### src/design/lan_response_frame_decoder_core_defines.svh
// Assertion macros for the LAN response frame decoder RTL.
// No dependencies; define NO_ASSERTIONS to compile the checks out.
`ifndef LAN_RESPONSE_FRAME_DECODER_CORE_DEFINES_SVH
`define LAN_RESPONSE_FRAME_DECODER_CORE_DEFINES_SVH

`ifndef NO_ASSERTIONS

// Same-cycle implication, checked out of reset.
`define LRFD_ASSERT_NOW(label, clk, rstn, ante, cons) \
    label: assert property (@(posedge clk) disable iff (!rstn) (ante) |-> (cons)) \
        else $error("lrfd check failed");

// Next-cycle implication, checked out of reset.
`define LRFD_ASSERT_NEXT(label, clk, rstn, ante, cons) \
    label: assert property (@(posedge clk) disable iff (!rstn) (ante) |=> (cons)) \
        else $error("lrfd check failed");

`else

`define LRFD_ASSERT_NOW(label, clk, rstn, ante, cons)
`define LRFD_ASSERT_NEXT(label, clk, rstn, ante, cons)

`endif

`endif

### src/design/lrfd_pkg.sv
// Types and constants of the LAN response frame decoder.
// No dependencies; used by every module of the block.
package lrfd_pkg;

    // Captured window: datagram bytes 2 to 12.
    localparam int unsigned CAP_FIRST = 2;
    localparam int unsigned CAP_COUNT = 11;
    localparam int unsigned CAP_LAST  = CAP_FIRST + CAP_COUNT - 1;

    localparam logic [3:0] POS_MAX = 4'd15;

    // Header and X-header codes.
    localparam logic [7:0] HDR_LAN       = 8'h40;
    localparam logic [7:0] XH_STATUS     = 8'h61;
    localparam logic [7:0] XH_POWER      = 8'h62;
    localparam logic [7:0] XH_UNKNOWN_A  = 8'h63;
    localparam logic [7:0] XH_CV         = 8'h64;
    localparam logic [7:0] XH_UNKNOWN_B  = 8'hF3;
    localparam logic [7:0] XH_LOCO       = 8'hEF;

    // Status codes.
    localparam logic [7:0] ST_OFF        = 8'h00;
    localparam logic [7:0] ST_ON         = 8'h01;
    localparam logic [7:0] ST_PROG       = 8'h02;
    localparam logic [7:0] ST_CV_NACK    = 8'h13;

    // Track power codes.
    localparam logic [7:0] PWR_ON        = 8'h00;
    localparam logic [7:0] PWR_PROG      = 8'h20;

    // Loco step mode codes in the frame.
    localparam logic [2:0] STEP_CODE_14  = 3'd0;
    localparam logic [2:0] STEP_CODE_28  = 3'd2;
    localparam logic [2:0] STEP_CODE_128 = 3'd4;

    typedef enum logic [2:0] {
        KIND_NONE      = 3'd0,
        KIND_UNKNOWN   = 3'd1,
        KIND_POWER_OFF = 3'd2,
        KIND_POWER_ON  = 3'd3,
        KIND_PROG      = 3'd4,
        KIND_CV_NACK   = 3'd5,
        KIND_CV_RESULT = 3'd6,
        KIND_LOCO_INFO = 3'd7
    } kind_t;

    typedef enum logic [1:0] {
        MODE_14      = 2'd0,
        MODE_28      = 2'd1,
        MODE_128     = 2'd2,
        MODE_UNKNOWN = 2'd3
    } mode_t;

    typedef logic [CAP_COUNT-1:0][7:0] frame_t;

    // Kept loco and CV records, reported with every result.
    typedef struct packed {
        logic [7:0]  cv_value;
        logic [15:0] cv_number;
        logic [27:0] function_bits;
        logic        light_on;
        logic        forward;
        logic        occupied;
        logic [6:0]  loco_speed;
        mode_t       speed_mode;
        logic [15:0] loco_address;
    } kept_t;

endpackage

### src/design/lrfd_capture.sv
// Byte capture for the LAN response frame decoder: byte counter, capture
// window and the registered frame handed to the decoder. Depends on lrfd_pkg.
module lrfd_capture import lrfd_pkg::*; (
    input  logic       aclk,
    input  logic       aresetn,
    input  logic       s_tvalid,
    output logic       s_tready,
    input  logic [7:0] s_tdata,
    input  logic       s_tlast,
    input  logic       advance_ok,
    output logic       frame_valid,
    output frame_t     frame
);

    logic [3:0] pos_reg, pos_next;
    frame_t     cap_reg, cap_next;
    frame_t     frame_reg, frame_next;
    logic       frame_valid_reg, frame_valid_next;
    logic       accept;
    frame_t     cap_with_byte;
    logic [3:0] slot;

    // A finished frame waits here until the result register can take it.
    assign s_tready = !frame_valid_reg || advance_ok;
    assign accept   = s_tvalid && s_tready;
    assign slot     = pos_reg - 4'(CAP_FIRST);

    // Capture window with the current byte placed at its position.
    always_comb begin
        cap_with_byte = cap_reg;
        if (pos_reg >= 4'(CAP_FIRST) && pos_reg <= 4'(CAP_LAST)) begin
            cap_with_byte[slot] = s_tdata;
        end
    end

    // Counter, window and frame register updates.
    always_comb begin
        pos_next         = pos_reg;
        cap_next         = cap_reg;
        frame_next       = frame_reg;
        frame_valid_next = frame_valid_reg && !advance_ok;
        if (accept) begin
            if (s_tlast) begin
                frame_next       = cap_with_byte;
                frame_valid_next = 1'b1;
                cap_next         = '0;
                pos_next         = '0;
            end else begin
                cap_next = cap_with_byte;
                if (pos_reg != POS_MAX) begin
                    pos_next = pos_reg + 4'd1;
                end
            end
        end
    end

    always_ff @(posedge aclk) begin
        if (!aresetn) begin
            pos_reg         <= '0;
            cap_reg         <= '0;
            frame_valid_reg <= 1'b0;
        end else begin
            pos_reg         <= pos_next;
            cap_reg         <= cap_next;
            frame_valid_reg <= frame_valid_next;
        end
    end

    always_ff @(posedge aclk) begin
        frame_reg <= frame_next;
    end

    assign frame_valid = frame_valid_reg;
    assign frame       = frame_reg;

endmodule

### src/design/lrfd_decode.sv
// Frame classification and record decoding for the LAN response frame decoder.
// Pure combinational logic; depends on lrfd_pkg.
module lrfd_decode import lrfd_pkg::*; (
    input  frame_t frame,
    input  kept_t  kept_cur,
    output kind_t  kind,
    output kept_t  kept_new
);

    logic [7:0]  b2, b4, b5, b6, b7, b8, b9, b10, b11, b12;
    logic [15:0] addr;
    logic [6:0]  s14;
    logic [4:0]  c28;

    assign b2  = frame[2 - CAP_FIRST];
    assign b4  = frame[4 - CAP_FIRST];
    assign b5  = frame[5 - CAP_FIRST];
    assign b6  = frame[6 - CAP_FIRST];
    assign b7  = frame[7 - CAP_FIRST];
    assign b8  = frame[8 - CAP_FIRST];
    assign b9  = frame[9 - CAP_FIRST];
    assign b10 = frame[10 - CAP_FIRST];
    assign b11 = frame[11 - CAP_FIRST];
    assign b12 = frame[12 - CAP_FIRST];

    assign addr = {b5, b6};
    assign s14  = b8[6:0];
    assign c28  = {b8[3:0], b8[4]};

    // Classify and update the records the frame carries.
    always_comb begin
        kind     = KIND_NONE;
        kept_new = kept_cur;
        if (b2 == HDR_LAN) begin
            unique case (b4)
                XH_STATUS: begin
                    unique case (b5)
                        ST_OFF:     kind = KIND_POWER_OFF;
                        ST_ON:      kind = KIND_POWER_ON;
                        ST_PROG:    kind = KIND_PROG;
                        ST_CV_NACK: kind = KIND_CV_NACK;
                        default:    kind = KIND_UNKNOWN;
                    endcase
                end
                XH_POWER: begin
                    unique case (b6)
                        PWR_ON:   kind = KIND_POWER_ON;
                        PWR_PROG: kind = KIND_PROG;
                        default:  kind = KIND_POWER_OFF;
                    endcase
                end
                XH_UNKNOWN_A, XH_UNKNOWN_B: kind = KIND_UNKNOWN;
                XH_CV: begin
                    kind               = KIND_CV_RESULT;
                    kept_new.cv_number = {b6, b7} + 16'd1;
                    kept_new.cv_value  = b8;
                end
                XH_LOCO: begin
                    kind = KIND_LOCO_INFO;
                    // Long addresses carry the two top bits as a prefix.
                    if (addr[15:14] == 2'b11) begin
                        kept_new.loco_address = {2'b00, addr[13:0]};
                    end else begin
                        kept_new.loco_address = addr;
                    end
                    unique case (b7[2:0])
                        STEP_CODE_14: begin
                            kept_new.speed_mode = MODE_14;
                            kept_new.loco_speed = (s14 != 7'd0) ? s14 - 7'd1 : 7'd0;
                        end
                        STEP_CODE_28: begin
                            // Stop and emergency stop codes both read as zero.
                            kept_new.speed_mode = MODE_28;
                            kept_new.loco_speed =
                                (c28 >= 5'd4) ? {2'b00, c28 - 5'd3} : 7'd0;
                        end
                        STEP_CODE_128: begin
                            kept_new.speed_mode = MODE_128;
                            kept_new.loco_speed = b8[6:0];
                        end
                        default: kept_new.speed_mode = MODE_UNKNOWN;
                    endcase
                    kept_new.occupied      = b7[3];
                    kept_new.forward       = b8[7];
                    kept_new.light_on      = b9[4];
                    kept_new.function_bits = {b12, b11, b10, b9[3:0]};
                end
                default: kind = KIND_NONE;
            endcase
        end
    end

endmodule

### src/design/lan_response_frame_decoder_core.sv
// Top level of the LAN response frame decoder: result register and handshake.
// Depends on lrfd_pkg, lrfd_capture, lrfd_decode and the defines header.
//
// Usage:
//   The slave channel takes one datagram byte per transfer in s_tdata, with
//   s_tlast high on the final byte. Bytes 2 to 12 are captured; only the byte
//   marked last produces a result on the master channel, one per datagram.
//   A result carries the message kind in m_tuser and the kept loco and CV
//   records in m_tdata.
//   Pipeline: two register stages. m_tvalid rises once the last byte's
//   transfer has passed the frame register, then the result register.
//   Throughput: one byte per cycle, also across datagram bounds, while
//   the result register keeps up; a receiver stall can block the input.
//   When the receiver stalls, the result register holds and one finished
//   frame may wait in the frame register; while it waits, s_tready stays
//   low for every byte until the result register frees.
//   Reset (aresetn low, synchronous) clears the byte counter, the capture
//   window, the kept records and both valid flags.
`include "lan_response_frame_decoder_core_defines.svh"

module lan_response_frame_decoder_core import lrfd_pkg::*; (
    input  logic        aclk,
    input  logic        aresetn,
    input  logic        s_tvalid,
    output logic        s_tready,
    input  logic [7:0]  s_tdata,   // [7:0] rx_byte
    input  logic        s_tlast,
    output logic        m_tvalid,
    input  logic        m_tready,
    // [15:0] loco_address, [17:16] speed_mode, [24:18] loco_speed,
    // [25] occupied, [26] forward, [27] light_on, [55:28] function_bits,
    // [71:56] cv_number, [79:72] cv_value
    output logic [79:0] m_tdata,
    output logic [2:0]  m_tuser    // [2:0] message_kind
);

    logic   advance_ok;
    logic   frame_valid;
    frame_t frame;
    kind_t  kind_dec;
    kept_t  kept_dec;
    logic   out_load;

    kind_t  kind_reg;
    kept_t  kept_reg, kept_next;
    logic   m_tvalid_reg, m_tvalid_next;

    lrfd_capture u_capture (
        .aclk        (aclk),
        .aresetn     (aresetn),
        .s_tvalid    (s_tvalid),
        .s_tready    (s_tready),
        .s_tdata     (s_tdata),
        .s_tlast     (s_tlast),
        .advance_ok  (advance_ok),
        .frame_valid (frame_valid),
        .frame       (frame)
    );

    lrfd_decode u_decode (
        .frame    (frame),
        .kept_cur (kept_reg),
        .kind     (kind_dec),
        .kept_new (kept_dec)
    );

    // The result register frees when empty or when its transfer completes.
    assign advance_ok = !m_tvalid_reg || m_tready;
    assign out_load   = frame_valid && advance_ok;

    always_comb begin
        kept_next     = out_load ? kept_dec : kept_reg;
        m_tvalid_next = out_load || (m_tvalid_reg && !m_tready);
    end

    always_ff @(posedge aclk) begin
        if (!aresetn) begin
            kept_reg     <= '0;
            m_tvalid_reg <= 1'b0;
        end else begin
            kept_reg     <= kept_next;
            m_tvalid_reg <= m_tvalid_next;
        end
    end

    always_ff @(posedge aclk) begin
        if (out_load) begin
            kind_reg <= kind_dec;
        end
    end

    assign m_tvalid = m_tvalid_reg;
    assign m_tdata  = kept_reg;
    assign m_tuser  = kind_reg;

    // A pending frame with a stalled result register blocks the input.
    `LRFD_ASSERT_NOW(a_block_when_full, aclk, aresetn, frame_valid && m_tvalid && !m_tready, !s_tready)
    // The byte marked last always yields a pending frame.
    `LRFD_ASSERT_NEXT(a_last_makes_frame, aclk, aresetn, s_tvalid && s_tready && s_tlast, frame_valid)
    // Kept records change only when a new result is loaded.
    `LRFD_ASSERT_NEXT(a_kept_hold, aclk, aresetn, !out_load, $stable(kept_reg))
    // A loaded frame always appears as a valid result.
    `LRFD_ASSERT_NEXT(a_load_shows, aclk, aresetn, out_load, m_tvalid)

endmodule

### config.mk
export PLATFORM = sky130hd
export DESIGN_NAME = lan_response_frame_decoder_core
export DESIGN_NICKNAME = d
export VERILOG_FILES = /design/src/design/lrfd_pkg.sv /design/src/design/lrfd_capture.sv /design/src/design/lrfd_decode.sv /design/src/design/lan_response_frame_decoder_core.sv
export VERILOG_INCLUDE_DIRS = /design/src /design/src/design
export SDC_FILE = /design/constraint.sdc
export NUM_CORES = 1
export LEC_CHECK = 0
export ABC_AREA = 0
export BUFFER_PORTS_ARGS = -buffer_cell sky130_fd_sc_hd__buf_2
export CAP_MARGIN = 30
export CORE_ASPECT_RATIO = 0.6
export CORE_MARGIN = 3
export CORE_UTILIZATION = 40
export CTS_CLUSTER_DIAMETER = 30
export DETAILED_ROUTE_END_ITERATION = 12
export GPL_ROUTABILITY_DRIVEN = 0
export SYNTH_ARGS = -nofsm -noshare
export SYNTH_HDL_FRONTEND = slang
export SYNTH_SLANG_ARGS = --single-unit
export TNS_END_PERCENT = 100
### constraint.sdc
create_clock -name aclk -period 5.4 [get_ports aclk]
set_clock_uncertainty 0.1 [all_clocks]
set_input_delay 1.08 -clock aclk [delete_from_list [all_inputs] [get_ports aclk]]
set_output_delay 1.08 -clock aclk [all_outputs]
set_load 0.01 [all_outputs]
==> run_results.csv <==
group,metric,value,unit
power_and_ir_drop,seq_power_share,0.427,
worst_hold_path,hold_start,"m_tdata[15]",
cells_and_area,nFillCells,2261,
clock_network,clk_latency,0.52,ns
power_and_ir_drop,ir_drop,0.216,mV
setup_path,r2r-start,"u_capture.pos_reg[2]",
sta,finalSetupViolations,0,
power_and_ir_drop,p_per_area,366,nW/um^2
detailed_routing,ant_nets,0,
synthesis,synth-seq-cells,243,
clock_network,cts_root_buf,"clkbuf_16",
setup_path,worst-setup-path-type,"reg2reg",
synthesis,synthTopCellsByArea,"dfxtp_1 (32%), edfxtp_1 (23%), mux2_2 (7.9%)",
cells_and_area,drive_above_1_share,0.253,
clock_network,post_cts_buffers,0,
setup_path,critPathLaunchType,"flop",
setup_path,r2r_cells,6,
power_and_ir_drop,pwr-share-comb,0.028,
power_and_ir_drop,internal_power,3.51,mW
sta,tns,0,ns
cells_and_area,nets,1100,
detailed_routing,drtIter0Drc,690,
synthesis,yosysUniqueCellTypes,64,
synthesis,synth-warning-count,0,
sta,min_period,3.28,ns
detailed_routing,via_per_inst,5.33,
synthesis,synth-seq-area-share,0.549,
clock_network,cts_made_buffers,39,
cells_and_area,fin_cells,1423,
detailed_routing,route.detailed.wl_per_inst,18.8,um
detailed_routing,routed_wl,26800,um
cells_and_area,multi_input_area,4300,sq um
floorplanning,die_width,213,um
clock_network,cts_max_level,2,
detailed_routing,drc,0,
synthesis,syn_nets,1012,
synthesis,synthFlopType,"dfxtp_1",
sta,timing.final.crit_share,0.607,
worst_hold_path,hold_depth,2,
power_and_ir_drop,power.leakage,4.61,nW
sta,slew_violations,0,
setup_path,crit_fanout,17,
synthesis,synth_top_area_frac,0.316,
setup_path,end_kind,"flop",
power_and_ir_drop,switching_power,0.996,mW
global_route,track_usage,0.193,
place,io_buffer_count,97,
sta,fmax,305,MHz
power_and_ir_drop,clkPwrFrac,0.545,
detailed_routing,vias,7583,
floorplanning,die_h,130,um
cells_and_area,layout.area.seq,5670,sq um
sta,hold_viol,0,
global_route,grt_antenna_before_repair,0,
synthesis,synth_edf_count,80,
sta,rsz0062_at_grt,"false",
clock_network,hold_buffers,0,
synthesis,syn_inst,983,
power_and_ir_drop,p_sw_frac,0.221,
global_route,grt_overflow,0,
place,post-place-cells,1351,
cells_and_area,insertedDiodeCount,0,
global_route,grt_pass1_wl,41600,um
setup_path,crit_start,"u_capture.pos_reg[2]",
place,place_hpwl,17300,um
floorplanning,row_count,44,
floorplanning,core,24800,sq um
run_status,status,"completed",
cells_and_area,finalInstanceArea,12300,sq um
flow_run,max_cap_violations,0,
synthesis,yosysTopAreaCell,"dfxtp_1",
floorplanning,start_util,0.417,
synthesis,yosysMostFrequentCell,"nand2_1",
floorplanning,io_pins,98,
detailed_routing,drt_first_pass_iters,5,
cells_and_area,largest_register_ffs,80,
clock_network,cts_tree,"yes",
sta,slew_headroom,0.308,
floorplanning,die_area,27800,sq um
cells_and_area,area_delta_synth_final,19.3,%
worst_hold_path,hp-class,"reg2reg",
sta,tightest_slew,1.03,ns
clock_network,cts_resized,0,
synthesis,syn-cell-area,10300,sq um
synthesis,syn_area_per_cell,10.5,sq um
synthesis,synth_common_cells,"nand2_1 (201), dfxtp_1 (163), o21ai_0 (85)",
clock_network,clk_pin_slew,0.05,ns
setup_path,critical_path_required,5.55,ns
place,place_area,11000,sq um
global_route,first_global_vias,7322,
synthesis,async_flop_share,0,
clock_network,clock_path_buffers,3,
setup_path,critical_path_arrival,3.43,ns
clock_network,clock-sinks,243,
global_route,grt_max_degree,79,
[power by group through the flow]
stage,logic [mW],clock network (mW),registers (mW)
global route,0.138,2.59,1.93
detailed placement,0.126,0,1.96
CTS,0.126,2.51,1.92
global placement,0.124,0,1.96
finish,0.127,2.46,1.92
floorplan,0.0773,0,1.96
[metal layers]
metal	share of wire	track usage	vias up	wire length, um
met5	0	0	-	0
met4	0.012	0.0435	0	314
met3	0.073	0.0503	28	1960
met2	0.40	0.266	216	10600
met1	0.52	0.300	3637	13900
li1	-	-	3702	-
[final timing paths]
check                              to  slack (ns)
hold / removal            m_tdata[15]        0.35
setup / recovery  u_capture.frame[24]        2.12
setup reg to reg  u_capture.frame[24]        2.12
hold reg to reg           m_tdata[15]        0.35
[cells in the final DEF, fill, tap and decap left out, drive strengths merged, types with 11 or more instances in the layout]
| cell | Yosys | layout |
|---|---|---|
| buf | 32 | 103 |
| dfxtp | 163 | 163 |
| clkbuf | 24 | 50 |
| a211oi | 25 | 25 |
| nand3 | 11 | 11 |
| edfxtp | 80 | 80 |
| nor2 | 47 | 47 |
| clkinv | 1 | 12 |
| inv | 16 | 20 |
| mux2 | 77 | 77 |
| nand2 | 202 | 202 |
| a21oi | 71 | 71 |
| nand4 | 11 | 11 |
| ha | 16 | 16 |
| o21ai | 85 | 85 |
[cell type report]
class	instances	area share
inverter	17	0.00518
clock inverter	21	0.0172
timing repair buffer	103	0.0468
sequential	243	0.460
tap	322	0.0327
clock buffer	50	0.0885
multi-input combinational	667	0.349
[cell families (layout without fill, tap and decap cells)]
| family | after synthesis | after routing | synth area share |
|---|---|---|---|
| compound gates | 227 | 227 | 0.143 |
| xor+xnor | 18 | 18 | 0.0153 |
| fa+ha+maj | 16 | 16 | 0.0194 |
| buf+inv | 73 | 191 | 0.0355 |
| flops | 243 | 243 | 0.549 |
| mux | 86 | 86 | 0.0935 |
| simple gates | 320 | 320 | 0.144 |
[through the flow]
| step | hold WS, ns | utilization | worst slack, ns | total power, mW |
|---|---|---|---|---|
| floorplan | 0.320 | - | 0.0277 | 2.03 |
| global placement | 0.328 | 0.442 | 2.11 | 2.08 |
| detailed placement | 0.337 | 0.444 | 2.08 | 2.09 |
| CTS | 0.350 | 0.496 | 2.15 | 4.56 |
| global route | 0.365 | 0.497 | 1.95 | 4.66 |
| finish | 0.347 | 0.497 | 2.12 | 4.51 |
[worst max-delay path: stages, from the launching register on]
cell      delay [ns]
dfxtp_1         0.88
inv_1           0.16
ha_1            0.49
nand2_4         0.24
a211oi_1        0.09
nor2_2          0.63
mux2_2          0.42
Power figures use the tool's default switching activity.
